--- config.mk ---
export PLATFORM = sky130hd
export DESIGN_NAME = sha256_byte_stream_hasher_flat
export DESIGN_NICKNAME = d
export VERILOG_FILES = /design/src/rtl/sha_pkg.sv /design/src/rtl/sha_if.sv /design/src/rtl/sha256_byte_stream_hasher.sv /design/src/rtl/sha_ram.sv /design/src/rtl/sha_queue.sv /design/src/rtl/sha_core.sv /design/src/flat_wrapper.sv
export VERILOG_INCLUDE_DIRS = /design/src /design/src/rtl
export SDC_FILE = /design/constraint.sdc
export NUM_CORES = 2
export LEC_CHECK = 0
export ABC_AREA = 1
export BUFFER_PORTS_ARGS = -buffer_cell sky130_fd_sc_hd__buf_4
export CORE_ASPECT_RATIO = 1.75
export CORE_MARGIN = 3
export CORE_UTILIZATION = 29
export DETAILED_ROUTE_END_ITERATION = 7
export PLACE_DENSITY_LB_ADDON = 0.15
export SYNTH_ARGS = -nofsm -noshare
export SYNTH_HDL_FRONTEND = slang
export SYNTH_SLANG_ARGS = --single-unit
--- constraint.sdc ---
create_clock -name clk -period 57.8 [get_ports clk]
set_input_delay 11.56 -clock clk [delete_from_list [all_inputs] [get_ports clk]]
set_output_delay 11.56 -clock clk [all_outputs]
set_load 0.02 [all_outputs]
--- src/rtl/assert_macros.svh ---
// Assertion macros used by sha_core.
// Depends on nothing; define ASSERT_OFF to drop every check.
`ifndef ASSERT_MACROS_SVH
`define ASSERT_MACROS_SVH
`ifndef ASSERT_OFF
`define ASSERT_IMPLIES(label, clk, rst, a, b) \
  label: assert property (@(posedge clk) disable iff (rst) (a) |-> (b)) else $error("assert");
`define ASSERT_NEXT(label, clk, rst, a, b) \
  label: assert property (@(posedge clk) disable iff (rst) (a) |=> (b)) else $error("assert");
`else
`define ASSERT_IMPLIES(label, clk, rst, a, b)
`define ASSERT_NEXT(label, clk, rst, a, b)
`endif
`endif

--- src/rtl/sha_pkg.sv ---
// Constants, types and round functions of the SHA-256 byte stream hasher.
// Used by the top level, the queue, the core and the input interface; depends on nothing.
package sha_pkg;
  localparam int BufDepth = 64;
  localparam int QueueDepth = 4;

  typedef struct packed {
    logic [7:0] data_byte;
    logic       byte_present;
    logic       end_of_message;
  } in_item_t;

  typedef logic [31:0] word_t;

  localparam word_t [0:7] InitHash = '{
    32'h6a09e667, 32'hbb67ae85, 32'h3c6ef372, 32'ha54ff53a,
    32'h510e527f, 32'h9b05688c, 32'h1f83d9ab, 32'h5be0cd19};

  localparam word_t [0:63] RoundConst = '{
    32'h428a2f98, 32'h71374491, 32'hb5c0fbcf, 32'he9b5dba5, 32'h3956c25b, 32'h59f111f1,
    32'h923f82a4, 32'hab1c5ed5, 32'hd807aa98, 32'h12835b01, 32'h243185be, 32'h550c7dc3,
    32'h72be5d74, 32'h80deb1fe, 32'h9bdc06a7, 32'hc19bf174, 32'he49b69c1, 32'hefbe4786,
    32'h0fc19dc6, 32'h240ca1cc, 32'h2de92c6f, 32'h4a7484aa, 32'h5cb0a9dc, 32'h76f988da,
    32'h983e5152, 32'ha831c66d, 32'hb00327c8, 32'hbf597fc7, 32'hc6e00bf3, 32'hd5a79147,
    32'h06ca6351, 32'h14292967, 32'h27b70a85, 32'h2e1b2138, 32'h4d2c6dfc, 32'h53380d13,
    32'h650a7354, 32'h766a0abb, 32'h81c2c92e, 32'h92722c85, 32'ha2bfe8a1, 32'ha81a664b,
    32'hc24b8b70, 32'hc76c51a3, 32'hd192e819, 32'hd6990624, 32'hf40e3585, 32'h106aa070,
    32'h19a4c116, 32'h1e376c08, 32'h2748774c, 32'h34b0bcb5, 32'h391c0cb3, 32'h4ed8aa4a,
    32'h5b9cca4f, 32'h682e6ff3, 32'h748f82ee, 32'h78a5636f, 32'h84c87814, 32'h8cc70208,
    32'h90befffa, 32'ha4506ceb, 32'hbef9a3f7, 32'hc67178f2};

  function automatic word_t rotr(word_t x, int n);
    return (x >> n) | (x << (32 - n));
  endfunction
endpackage

--- src/rtl/sha_if.sv ---
// Valid/ready channel interfaces of the hasher.
// Depends on sha_pkg.
interface sha_in_if import sha_pkg::*; ();
  logic     valid;
  logic     ready;
  in_item_t payload;
  modport source (output valid, output payload, input ready);
  modport sink (input valid, input payload, output ready);
endinterface

interface sha_out_if ();
  logic        valid;
  logic        ready;
  logic [31:0] digest_word;
  logic [2:0]  word_index;
  logic        last_word;
  modport source (output valid, output digest_word, output word_index, output last_word,
                  input ready);
  modport sink (input valid, input digest_word, input word_index, input last_word,
                output ready);
endinterface

--- src/rtl/sha256_byte_stream_hasher.sv ---
// Top level of the SHA-256 byte stream hasher.
// Depends on sha_pkg, sha_if, sha_queue and sha_core.
// Bytes enter a four-word queue; the engine takes one word per cycle while a
// block fills. The word that completes a block stalls the engine while it loads
// the block from the byte-wide buffer RAM into the schedule window, runs the 64
// rounds and one fold. A word marked end of message adds padding up to the end
// of the block and another compression; at a fill of 56 or more a second block
// follows with its own padding and compression. The eight digest words then
// leave one per accepted cycle, most significant first, and the input stays
// stalled until the last one is taken.
module sha256_byte_stream_hasher import sha_pkg::*; #(
  parameter int QDepth = QueueDepth
) (
  input logic clk,
  input logic rst,
  sha_in_if.sink    in_ch,
  sha_out_if.source out_ch
);
  logic     q_valid, q_ready;
  in_item_t q_item;

  sha_queue #(.Depth(QDepth)) u_queue (
    .clk, .rst, .in_ch, .out_valid(q_valid), .out_ready(q_ready), .out_item(q_item));

  sha_core u_core (
    .clk, .rst, .in_valid(q_valid), .in_ready(q_ready), .in_item(q_item), .out_ch);
endmodule

--- src/rtl/sha_ram.sv ---
// Generic single-port-write, single-read RAM with registered read data.
// Depends on nothing.
module sha_ram #(
  parameter int Width = 8,
  parameter int Depth = 64
) (
  input  logic                     clk,
  input  logic                     we,
  input  logic [$clog2(Depth)-1:0] waddr,
  input  logic [Width-1:0]         wdata,
  input  logic [$clog2(Depth)-1:0] raddr,
  output logic [Width-1:0]         rdata
);
  logic [Width-1:0] mem [Depth];

  always_ff @(posedge clk) begin
    if (we) begin
      mem[waddr] <= wdata;
    end
    rdata <= mem[raddr];
  end
endmodule

--- src/rtl/sha_queue.sv ---
// Short FIFO of input words between the front end and the compression engine.
// Depends on sha_pkg.
module sha_queue import sha_pkg::*; #(
  parameter int Depth = QueueDepth
) (
  input  logic     clk,
  input  logic     rst,
  sha_in_if.sink   in_ch,
  output logic     out_valid,
  input  logic     out_ready,
  output in_item_t out_item
);
  localparam int AW = $clog2(Depth);
  in_item_t slots [Depth];
  logic [AW-1:0] rd_ptr, wr_ptr;
  logic [AW:0]   count;
  logic push, pop;

  assign in_ch.ready = (count != (AW+1)'(Depth));
  assign out_valid = (count != '0);
  assign out_item = slots[rd_ptr];
  assign push = in_ch.valid && in_ch.ready;
  assign pop = out_valid && out_ready;

  always_ff @(posedge clk) begin
    if (push) begin
      slots[wr_ptr] <= in_ch.payload;
    end
    if (rst) begin
      rd_ptr <= '0;
      wr_ptr <= '0;
      count <= '0;
    end else begin
      if (push) wr_ptr <= wr_ptr + 1'b1;
      if (pop) rd_ptr <= rd_ptr + 1'b1;
      count <= count + (AW+1)'(push) - (AW+1)'(pop);
    end
  end
endmodule

--- src/rtl/sha_core.sv ---
// Back end: buffers bytes, pads, runs the 64 rounds and emits the digest.
// Depends on sha_pkg, sha_ram, sha_if and assert_macros.svh.
`include "assert_macros.svh"
module sha_core import sha_pkg::*; (
  input  logic     clk,
  input  logic     rst,
  input  logic     in_valid,
  output logic     in_ready,
  input  in_item_t in_item,
  sha_out_if.source out_ch
);
  localparam logic [2:0] S_IDLE = 3'd0, S_PAD = 3'd1, S_LOAD = 3'd2, S_ROUND = 3'd3,
                         S_FOLD = 3'd4, S_OUT = 3'd5;

  logic [2:0]  state;
  logic [5:0]  fill;
  logic [63:0] bit_count;
  logic [63:0] total;
  logic        closing;    // end of message follows the block being compressed
  logic        final_blk;  // the block being compressed carries the length
  logic [6:0]  step;
  logic [5:0]  pad_pos;
  logic [2:0]  out_idx;
  word_t       cv [8];
  word_t       v [8];
  word_t       w [16];

  logic        we;
  logic [5:0]  waddr, raddr;
  logic [7:0]  wdata, rdata;

  sha_ram #(.Width(8), .Depth(BufDepth)) u_buf (
    .clk, .we, .waddr, .wdata, .raddr, .rdata);

  // The load phase fetches bytes one per cycle: word r is assembled over load steps.
  logic [31:0] byte_acc;
  word_t       w_cur, s1, ch, t1, s0, maj, g0, g1;

  assign in_ready = (state == S_IDLE);

  always_comb begin
    we = 1'b0;
    waddr = fill;
    wdata = in_item.data_byte;
    if (state == S_IDLE && in_valid && in_item.byte_present) begin
      we = 1'b1;
    end else if (state == S_PAD) begin
      we = 1'b1;
      waddr = pad_pos;
      // The length goes into the last eight bytes of whichever block ends the message.
      if (pad_pos == fill && !final_blk) wdata = 8'h80;
      else if (pad_pos >= 6'd56 && (final_blk || fill < 6'd56))
        wdata = total[{~pad_pos[2:0], 3'b111} -: 8];
      else wdata = 8'h00;
    end
  end

  // Bytes are read at step; a finished word enters w on every fourth step.
  assign raddr = step[5:0];

  always_comb begin
    g1 = rotr(w[14], 17) ^ rotr(w[14], 19) ^ (w[14] >> 10);
    g0 = rotr(w[1], 7) ^ rotr(w[1], 18) ^ (w[1] >> 3);
    w_cur = g1 + w[9] + g0 + w[0];
    s1 = rotr(v[4], 6) ^ rotr(v[4], 11) ^ rotr(v[4], 25);
    ch = (v[4] & v[5]) ^ (~v[4] & v[6]);
    s0 = rotr(v[0], 2) ^ rotr(v[0], 13) ^ rotr(v[0], 22);
    maj = (v[0] & v[1]) ^ (v[0] & v[2]) ^ (v[1] & v[2]);
    t1 = v[7] + s1 + ch + RoundConst[step[5:0]] + w[0];
  end

  always_ff @(posedge clk) begin
    if (rst) begin
      state <= S_IDLE;
      fill <= '0;
      bit_count <= '0;
      closing <= 1'b0;
      final_blk <= 1'b0;
      step <= '0;
      pad_pos <= '0;
      out_idx <= '0;
      for (int i = 0; i < 8; i++) cv[i] <= InitHash[i];
    end else begin
      case (state)
        S_IDLE: begin
          if (in_valid) begin
            closing <= in_item.end_of_message;
            final_blk <= 1'b0;
            if (in_item.byte_present) begin
              fill <= fill + 6'd1;
              if (fill == 6'd63) begin
                step <= '0;
                state <= S_LOAD;
              end else if (in_item.end_of_message) begin
                total <= bit_count + {55'd0, fill + 6'd1, 3'd0};
                pad_pos <= fill + 6'd1;
                state <= S_PAD;
              end
            end else if (in_item.end_of_message) begin
              total <= bit_count + {55'd0, fill, 3'd0};
              pad_pos <= fill;
              state <= S_PAD;
            end
          end
        end
        S_PAD: begin
          pad_pos <= pad_pos + 6'd1;
          if (pad_pos == 6'd63) begin
            step <= '0;
            state <= S_LOAD;
            // 0x80 and the length fit only when the pad byte sits below 56.
            if (!final_blk && fill >= 6'd56) begin
              final_blk <= 1'b0;
            end else begin
              final_blk <= 1'b1;
            end
          end
        end
        S_LOAD: begin
          // Load phase: 64 byte reads, one per cycle, feeding the window.
          if (step[1:0] != 2'd0 || step != 7'd0) begin
            byte_acc <= {byte_acc[23:0], rdata};
          end
          if (step == 7'd0) begin
            for (int i = 0; i < 8; i++) v[i] <= cv[i];
          end
          if (step != 7'd0 && step[1:0] == 2'd0) begin
            for (int i = 0; i < 15; i++) w[i] <= w[i+1];
            w[15] <= {byte_acc[23:0], rdata};
          end
          if (step == 7'd64) begin
            step <= '0;
            state <= S_ROUND;
          end else begin
            step <= step + 7'd1;
          end
        end
        S_ROUND: begin
          v[7] <= v[6]; v[6] <= v[5]; v[5] <= v[4]; v[4] <= v[3] + t1;
          v[3] <= v[2]; v[2] <= v[1]; v[1] <= v[0]; v[0] <= t1 + s0 + maj;
          // w[0] holds the word of this round; the word sixteen rounds on enters at the top.
          for (int i = 0; i < 15; i++) w[i] <= w[i+1];
          w[15] <= w_cur;
          step <= step + 7'd1;
          if (step == 7'd63) state <= S_FOLD;
        end
        S_FOLD: begin
          for (int i = 0; i < 8; i++) cv[i] <= cv[i] + v[i];
          if (final_blk) begin
            out_idx <= '0;
            state <= S_OUT;
          end else if (closing) begin
            if (fill == 6'd0) begin
              bit_count <= bit_count + 64'd512;
              total <= bit_count + 64'd512;
              pad_pos <= '0;
              fill <= '0;
              state <= S_PAD;
            end else begin
              // Spill block done; next block holds zeros and the length.
              final_blk <= 1'b1;
              pad_pos <= '0;
              fill <= '0;
              state <= S_PAD;
            end
          end else begin
            bit_count <= bit_count + 64'd512;
            state <= S_IDLE;
          end
        end
        S_OUT: begin
          if (out_ch.ready) begin
            out_idx <= out_idx + 3'd1;
            if (out_idx == 3'd7) begin
              for (int i = 0; i < 8; i++) cv[i] <= InitHash[i];
              fill <= '0;
              bit_count <= '0;
              closing <= 1'b0;
              final_blk <= 1'b0;
              state <= S_IDLE;
            end
          end
        end
        default: state <= S_IDLE;
      endcase
    end
  end

  assign out_ch.valid = (state == S_OUT);
  assign out_ch.digest_word = cv[out_idx];
  assign out_ch.word_index = out_idx;
  assign out_ch.last_word = (out_idx == 3'd7);

  `ASSERT_IMPLIES(a_out_only_out, clk, rst, out_ch.valid, !in_ready)
  `ASSERT_NEXT(a_last_to_idle, clk, rst, out_ch.valid && out_ch.ready && out_ch.last_word,
               state == S_IDLE)
  `ASSERT_IMPLIES(a_round_step, clk, rst, state == S_ROUND, step < 7'd64)
endmodule
--- src/flat_wrapper.sv ---
// flat-port wrapper written by rule: the top's interface ports become plain ports
module sha256_byte_stream_hasher_flat import sha_pkg::*;
#(
  parameter int QDepth = QueueDepth
)
  (clk, rst, in_ch_valid, in_ch_payload, in_ch_ready, out_ch_valid, out_ch_digest_word, out_ch_word_index, out_ch_last_word, out_ch_ready);
  sha_in_if in_ch_i ();
  sha_out_if out_ch_i ();
  input logic clk;
  input logic rst;
  input wire logic [$bits(in_ch_i.valid)-1:0] in_ch_valid;
  input wire logic [$bits(in_ch_i.payload)-1:0] in_ch_payload;
  output wire logic [$bits(in_ch_i.ready)-1:0] in_ch_ready;
  output wire logic [$bits(out_ch_i.valid)-1:0] out_ch_valid;
  output wire logic [$bits(out_ch_i.digest_word)-1:0] out_ch_digest_word;
  output wire logic [$bits(out_ch_i.word_index)-1:0] out_ch_word_index;
  output wire logic [$bits(out_ch_i.last_word)-1:0] out_ch_last_word;
  input wire logic [$bits(out_ch_i.ready)-1:0] out_ch_ready;
  assign in_ch_i.valid = in_ch_valid;
  assign in_ch_i.payload = in_ch_payload;
  assign in_ch_ready = in_ch_i.ready;
  assign out_ch_valid = out_ch_i.valid;
  assign out_ch_digest_word = out_ch_i.digest_word;
  assign out_ch_word_index = out_ch_i.word_index;
  assign out_ch_last_word = out_ch_i.last_word;
  assign out_ch_i.ready = out_ch_ready;
  sha256_byte_stream_hasher #(.QDepth(QDepth)) u_core (.clk(clk), .rst(rst), .in_ch(in_ch_i), .out_ch(out_ch_i));
endmodule
==> impl_metrics.tcl <==
set metrics [dict create \
    run_status "complete, no violations" \
    worstPathArrival_ns 17.70 \
    critical_path_peak_fanout 77 \
    area_delta_synth_final_pct 11.8 \
    count_of_placed_standard_cells_in_the_final_layout_fillers_left_out 15989 \
    detailed_place_hpwl_mm 364 \
    p_leak_nw 42.3 \
    weighted_congestion_reported_at_the_end_of_routability_driven_placement 0.988 \
    detailedRoute.firstIterationViolations 7205 \
    drc 0 \
    ys_ff_latch 1763 \
    detailroute.via_count 83235 \
    final_common_cell "sky130_fd_sc_hd__nand2_1" \
    htree_num_levels 4 \
    worst_slew_pin_slew_ns 1.41 \
    r2r_end "u_core.u_core.v[0][31]" \
    syn_nets 11830 \
    timing.critical_path.from_type "primary input" \
    max_stage_delay_ns 0.86 \
    critPathRequiredTime_ns 58.35 \
    cts_buffers 194 \
    timing.max_slew.rel_slack 0.0476 \
    synth_cells 11216 \
    timing.setup.tns_ns 0 \
    cts-root-to-sink-buffers 4 \
    cts.reportedPaths.clkPinSlew_ns 0.06 \
    groute.usage.overall 0.255 \
    die_area_sq_mm 0.357 \
    finalWirelength_mm 468 \
    r2r.worst_path.cells 33 \
    ir_drop_mv 0.0784 \
    post_route_clock_period_utilization 0.297 \
    setup_viol 0 \
    post_drt_via_cell_ratio 5.21 \
    min_delay_path_depth 0 \
    synth_top_area_frac 0.455 \
    timing_worst_setup_path_type "in2reg" \
    setup_repair_after_global_routing_missed_its_margin "no" \
    wl_per_cell_microns 29.3 \
    fp.coreArea_sq_mm 0.347 \
    max_cap_viol_count 0 \
    grt_first_pass_wirelength_mm 645 \
    initial_antenna_violation_count 12 \
    ctsResizeCount 0 \
    nets 11833 \
    yosys_warnings 0 \
    grt_start_max_net_pins 113 \
    holdCritStartpoint "u_core.u_core.w[1][231]" \
    cts.repair_timing.setup_buffer_count 0 \
    critical_path.most_common_cell "sky130_fd_sc_hd__buf_4" \
    synth_seq_area_share 0.500 \
    fp-row-count 286 \
    ant_nets 0 \
    floorplan.initialDensity 0.292 \
    timing.final.hold_violations 0 \
    die_y_microns 788 \
    cts.sink_count 1763 \
    drt_first_pass_iters 6 \
    synth.largest_area_cell "sky130_fd_sc_hd__edfxtp_1" \
    whs_endpoint "u_core.u_core.w[1][199]" \
    library_cell_contributing_the_largest_single_delay_on_the_critical_path "sky130_fd_sc_hd__buf_4" \
    ys_dominant_reg_cell "sky130_fd_sc_hd__edfxtp_1" \
    final_cell_area_sq_mm 0.113 \
    floorplan.die.width_microns 453 \
    crit-reg2reg-launch "u_core.u_core.step[1]" \
    timing.critical_path.cells "buf_4 > nor3_2 > buf_4 > nand2_1 > buf_4 > nand2_4 > buf_4 > buf_4 > buf_4 > buf_4 > buf_4" \
    report.final.slew_viol_count 0 \
    setup.worst_path.end_class "flop" \
    clk_latency_ns 0.93 \
    final_cell_mix "sky130_fd_sc_hd__nand2_1 (2484), sky130_fd_sc_hd__edfxtp_1 (1533), sky130_fd_sc_hd__inv_1 (1124)" \
    p_per_area_mw_per_mm2 61.5 \
    final.min_clock_period_ns 17.16 \
    timing.hold.worst.class "reg2reg" \
    synthesis.area_per_instance_sq_um 9.03 \
    place_inst 15631 \
    gr-total-overflow 0 \
    synthesis.area_sq_mm 0.101 \
    placement.cell_area_sq_mm 0.107 \
    asyncSetResetFlopFracSynth 0 \
    drive_gt1_frac 0.0530 \
    synth_edf_count 1533 \
    num_io_pins 52 \
    achievable-frequency_mhz 58.3 \
    root_buffer "sky130_fd_sc_hd__clkbuf_16" \
    synth.top_cells.by_area "sky130_fd_sc_hd__edfxtp_1 (45%), sky130_fd_sc_hd__nand2_1 (9.2%), sky130_fd_sc_hd__ha_1 (5.0%)" \
    synth.distinct_cells 73 \
    grt_pass1_vias 83640 \
    final.setup_skew_ns 0.0912 \
    cts_hold_buf 0 \
    numPortBuffers 51 \
    r2r_setup_slack_ns 46.85 \
    cts_tree "built" \
]
## layout make-up
cell class                 instances  area [sq um]
inverter                        1155          4350
clock inverter                   122          1090
tap                             4608          5770
timing repair buffer             189          1440
sequential                      1763         50700
multi-input combinational       7916         44900
clock buffer                     226          5040
antenna                           10          25.0
fill                           36348        234000
## stage by stage
step	hold slack (ns)	util	power [mW]	setup WS, ns
2_1_floorplan	0.400	-	4.15	31.78
3_3_place_gp	0.401	0.309	5.70	39.65
3_5_place_dp	0.405	0.309	5.69	39.50
4_1_cts	0.351	0.326	6.98	40.54
5_1_grt	0.351	0.326	7.39	40.13
6_report	0.350	0.326	6.97	40.64
## cell families (layout without fill, tap and decap cells)
kind of cell / after synthesis / after routing / share of synthesized area
and+or+nand+nor: 4518 / 4518 / 0.183
DFF: 1763 / 1763 / 0.500
muxes: 7 / 7 / 0.000692
AOI/OAI and AO/OA: 2370 / 2370 / 0.132
adders and majority gates: 624 / 624 / 0.0910
buffers and inverters: 1537 / 1692 / 0.0584
xor gates and xnor gates: 396 / 396 / 0.0342
other: 1 / 11 / 0.0000370
## per-layer routing
layer  track usage  wire length, microns  vias to the layer above
met5             0                     0                        -
met4         0.225                 51100                        0
met3        0.0236                 17100                     1062
met2         0.476                246000                     2763
met1         0.249                154000                    40948
li1              -                     -                    38462
## worst max path at each step
stage / startpoint / endpoint / cells after the start
global route: rst / u_core.u_core.w[1][219] / 11
global placement: rst / u_core.u_core.w[1][217] / 11
finish: rst / u_core.u_core.w[1][100] / 11
CTS: rst / u_core.u_core.w[1][185] / 11
detailed placement: rst / u_core.u_core.w[1][128] / 11
floorplan: rst / u_core.u_core.w[0][0] / 6
## cells in the mapped netlist, drive strengths merged (2+ instances only)
| master | instances |
|---|---|
| xnor2 | 184 |
| a32o | 4 |
| a22oi | 124 |
| o22ai | 56 |
| a211oi | 17 |
| nor3 | 156 |
| a2111o | 2 |
| o221ai | 12 |
| dfxtp | 230 |
| edfxtp | 1533 |
| mux2i | 7 |
| buf | 115 |
| a221oi | 4 |
| clkbuf | 267 |
| o32ai | 2 |
| or2 | 40 |
| nand3 | 539 |
| o21bai | 58 |
| a21oi | 853 |
| inv | 1151 |
| and3 | 11 |
| o21ai | 899 |
| nor4 | 13 |
| o311ai | 7 |
| a21o | 56 |
| a31oi | 76 |
| o2111ai | 8 |
| a2bb2oi | 2 |
| nor2 | 1087 |
| nand2 | 2499 |
| a31o | 2 |
| ha | 404 |
| o21a | 42 |
| a22o | 55 |
| clkinv | 4 |
| nand3b | 34 |
| o211ai | 50 |
| o31ai | 7 |
| xor2 | 212 |
| a32oi | 4 |
| nand4 | 130 |
| a21boi | 26 |
| nor3b | 5 |
| maj3 | 24 |
| fa | 196 |
## registers in the layout, summed over array words and instances (netlist names), 6 cells and up, named ones only
signal / flops
u_core.u_core.u_buf.rdata: 8
u_core.u_core.total: 61
u_core.u_core.cv: 256
u_core.u_core.bit_count: 55
u_core.u_queue.slots: 40
u_core.u_core.u_buf.mem: 512
u_core.u_core.fill: 6
u_core.u_core.byte_acc: 24
u_core.u_core.v: 256
u_core.u_core.step: 7
u_core.u_core.pad_pos: 6
u_core.u_core.w: 512
## where the power goes
part	internal, mW	switching (mW)
Combinational	1.19	2.89
Sequential	1.57	0.0688
Clock	0.686	0.567
Total	3.44	3.52
## worst max-delay path: cells and delay by family
family | cells | cell delay, ns
simple gates | 3 | 0.92
buf+inv | 8 | 4.92
Note: power is estimated with default switching activity, not from simulation.
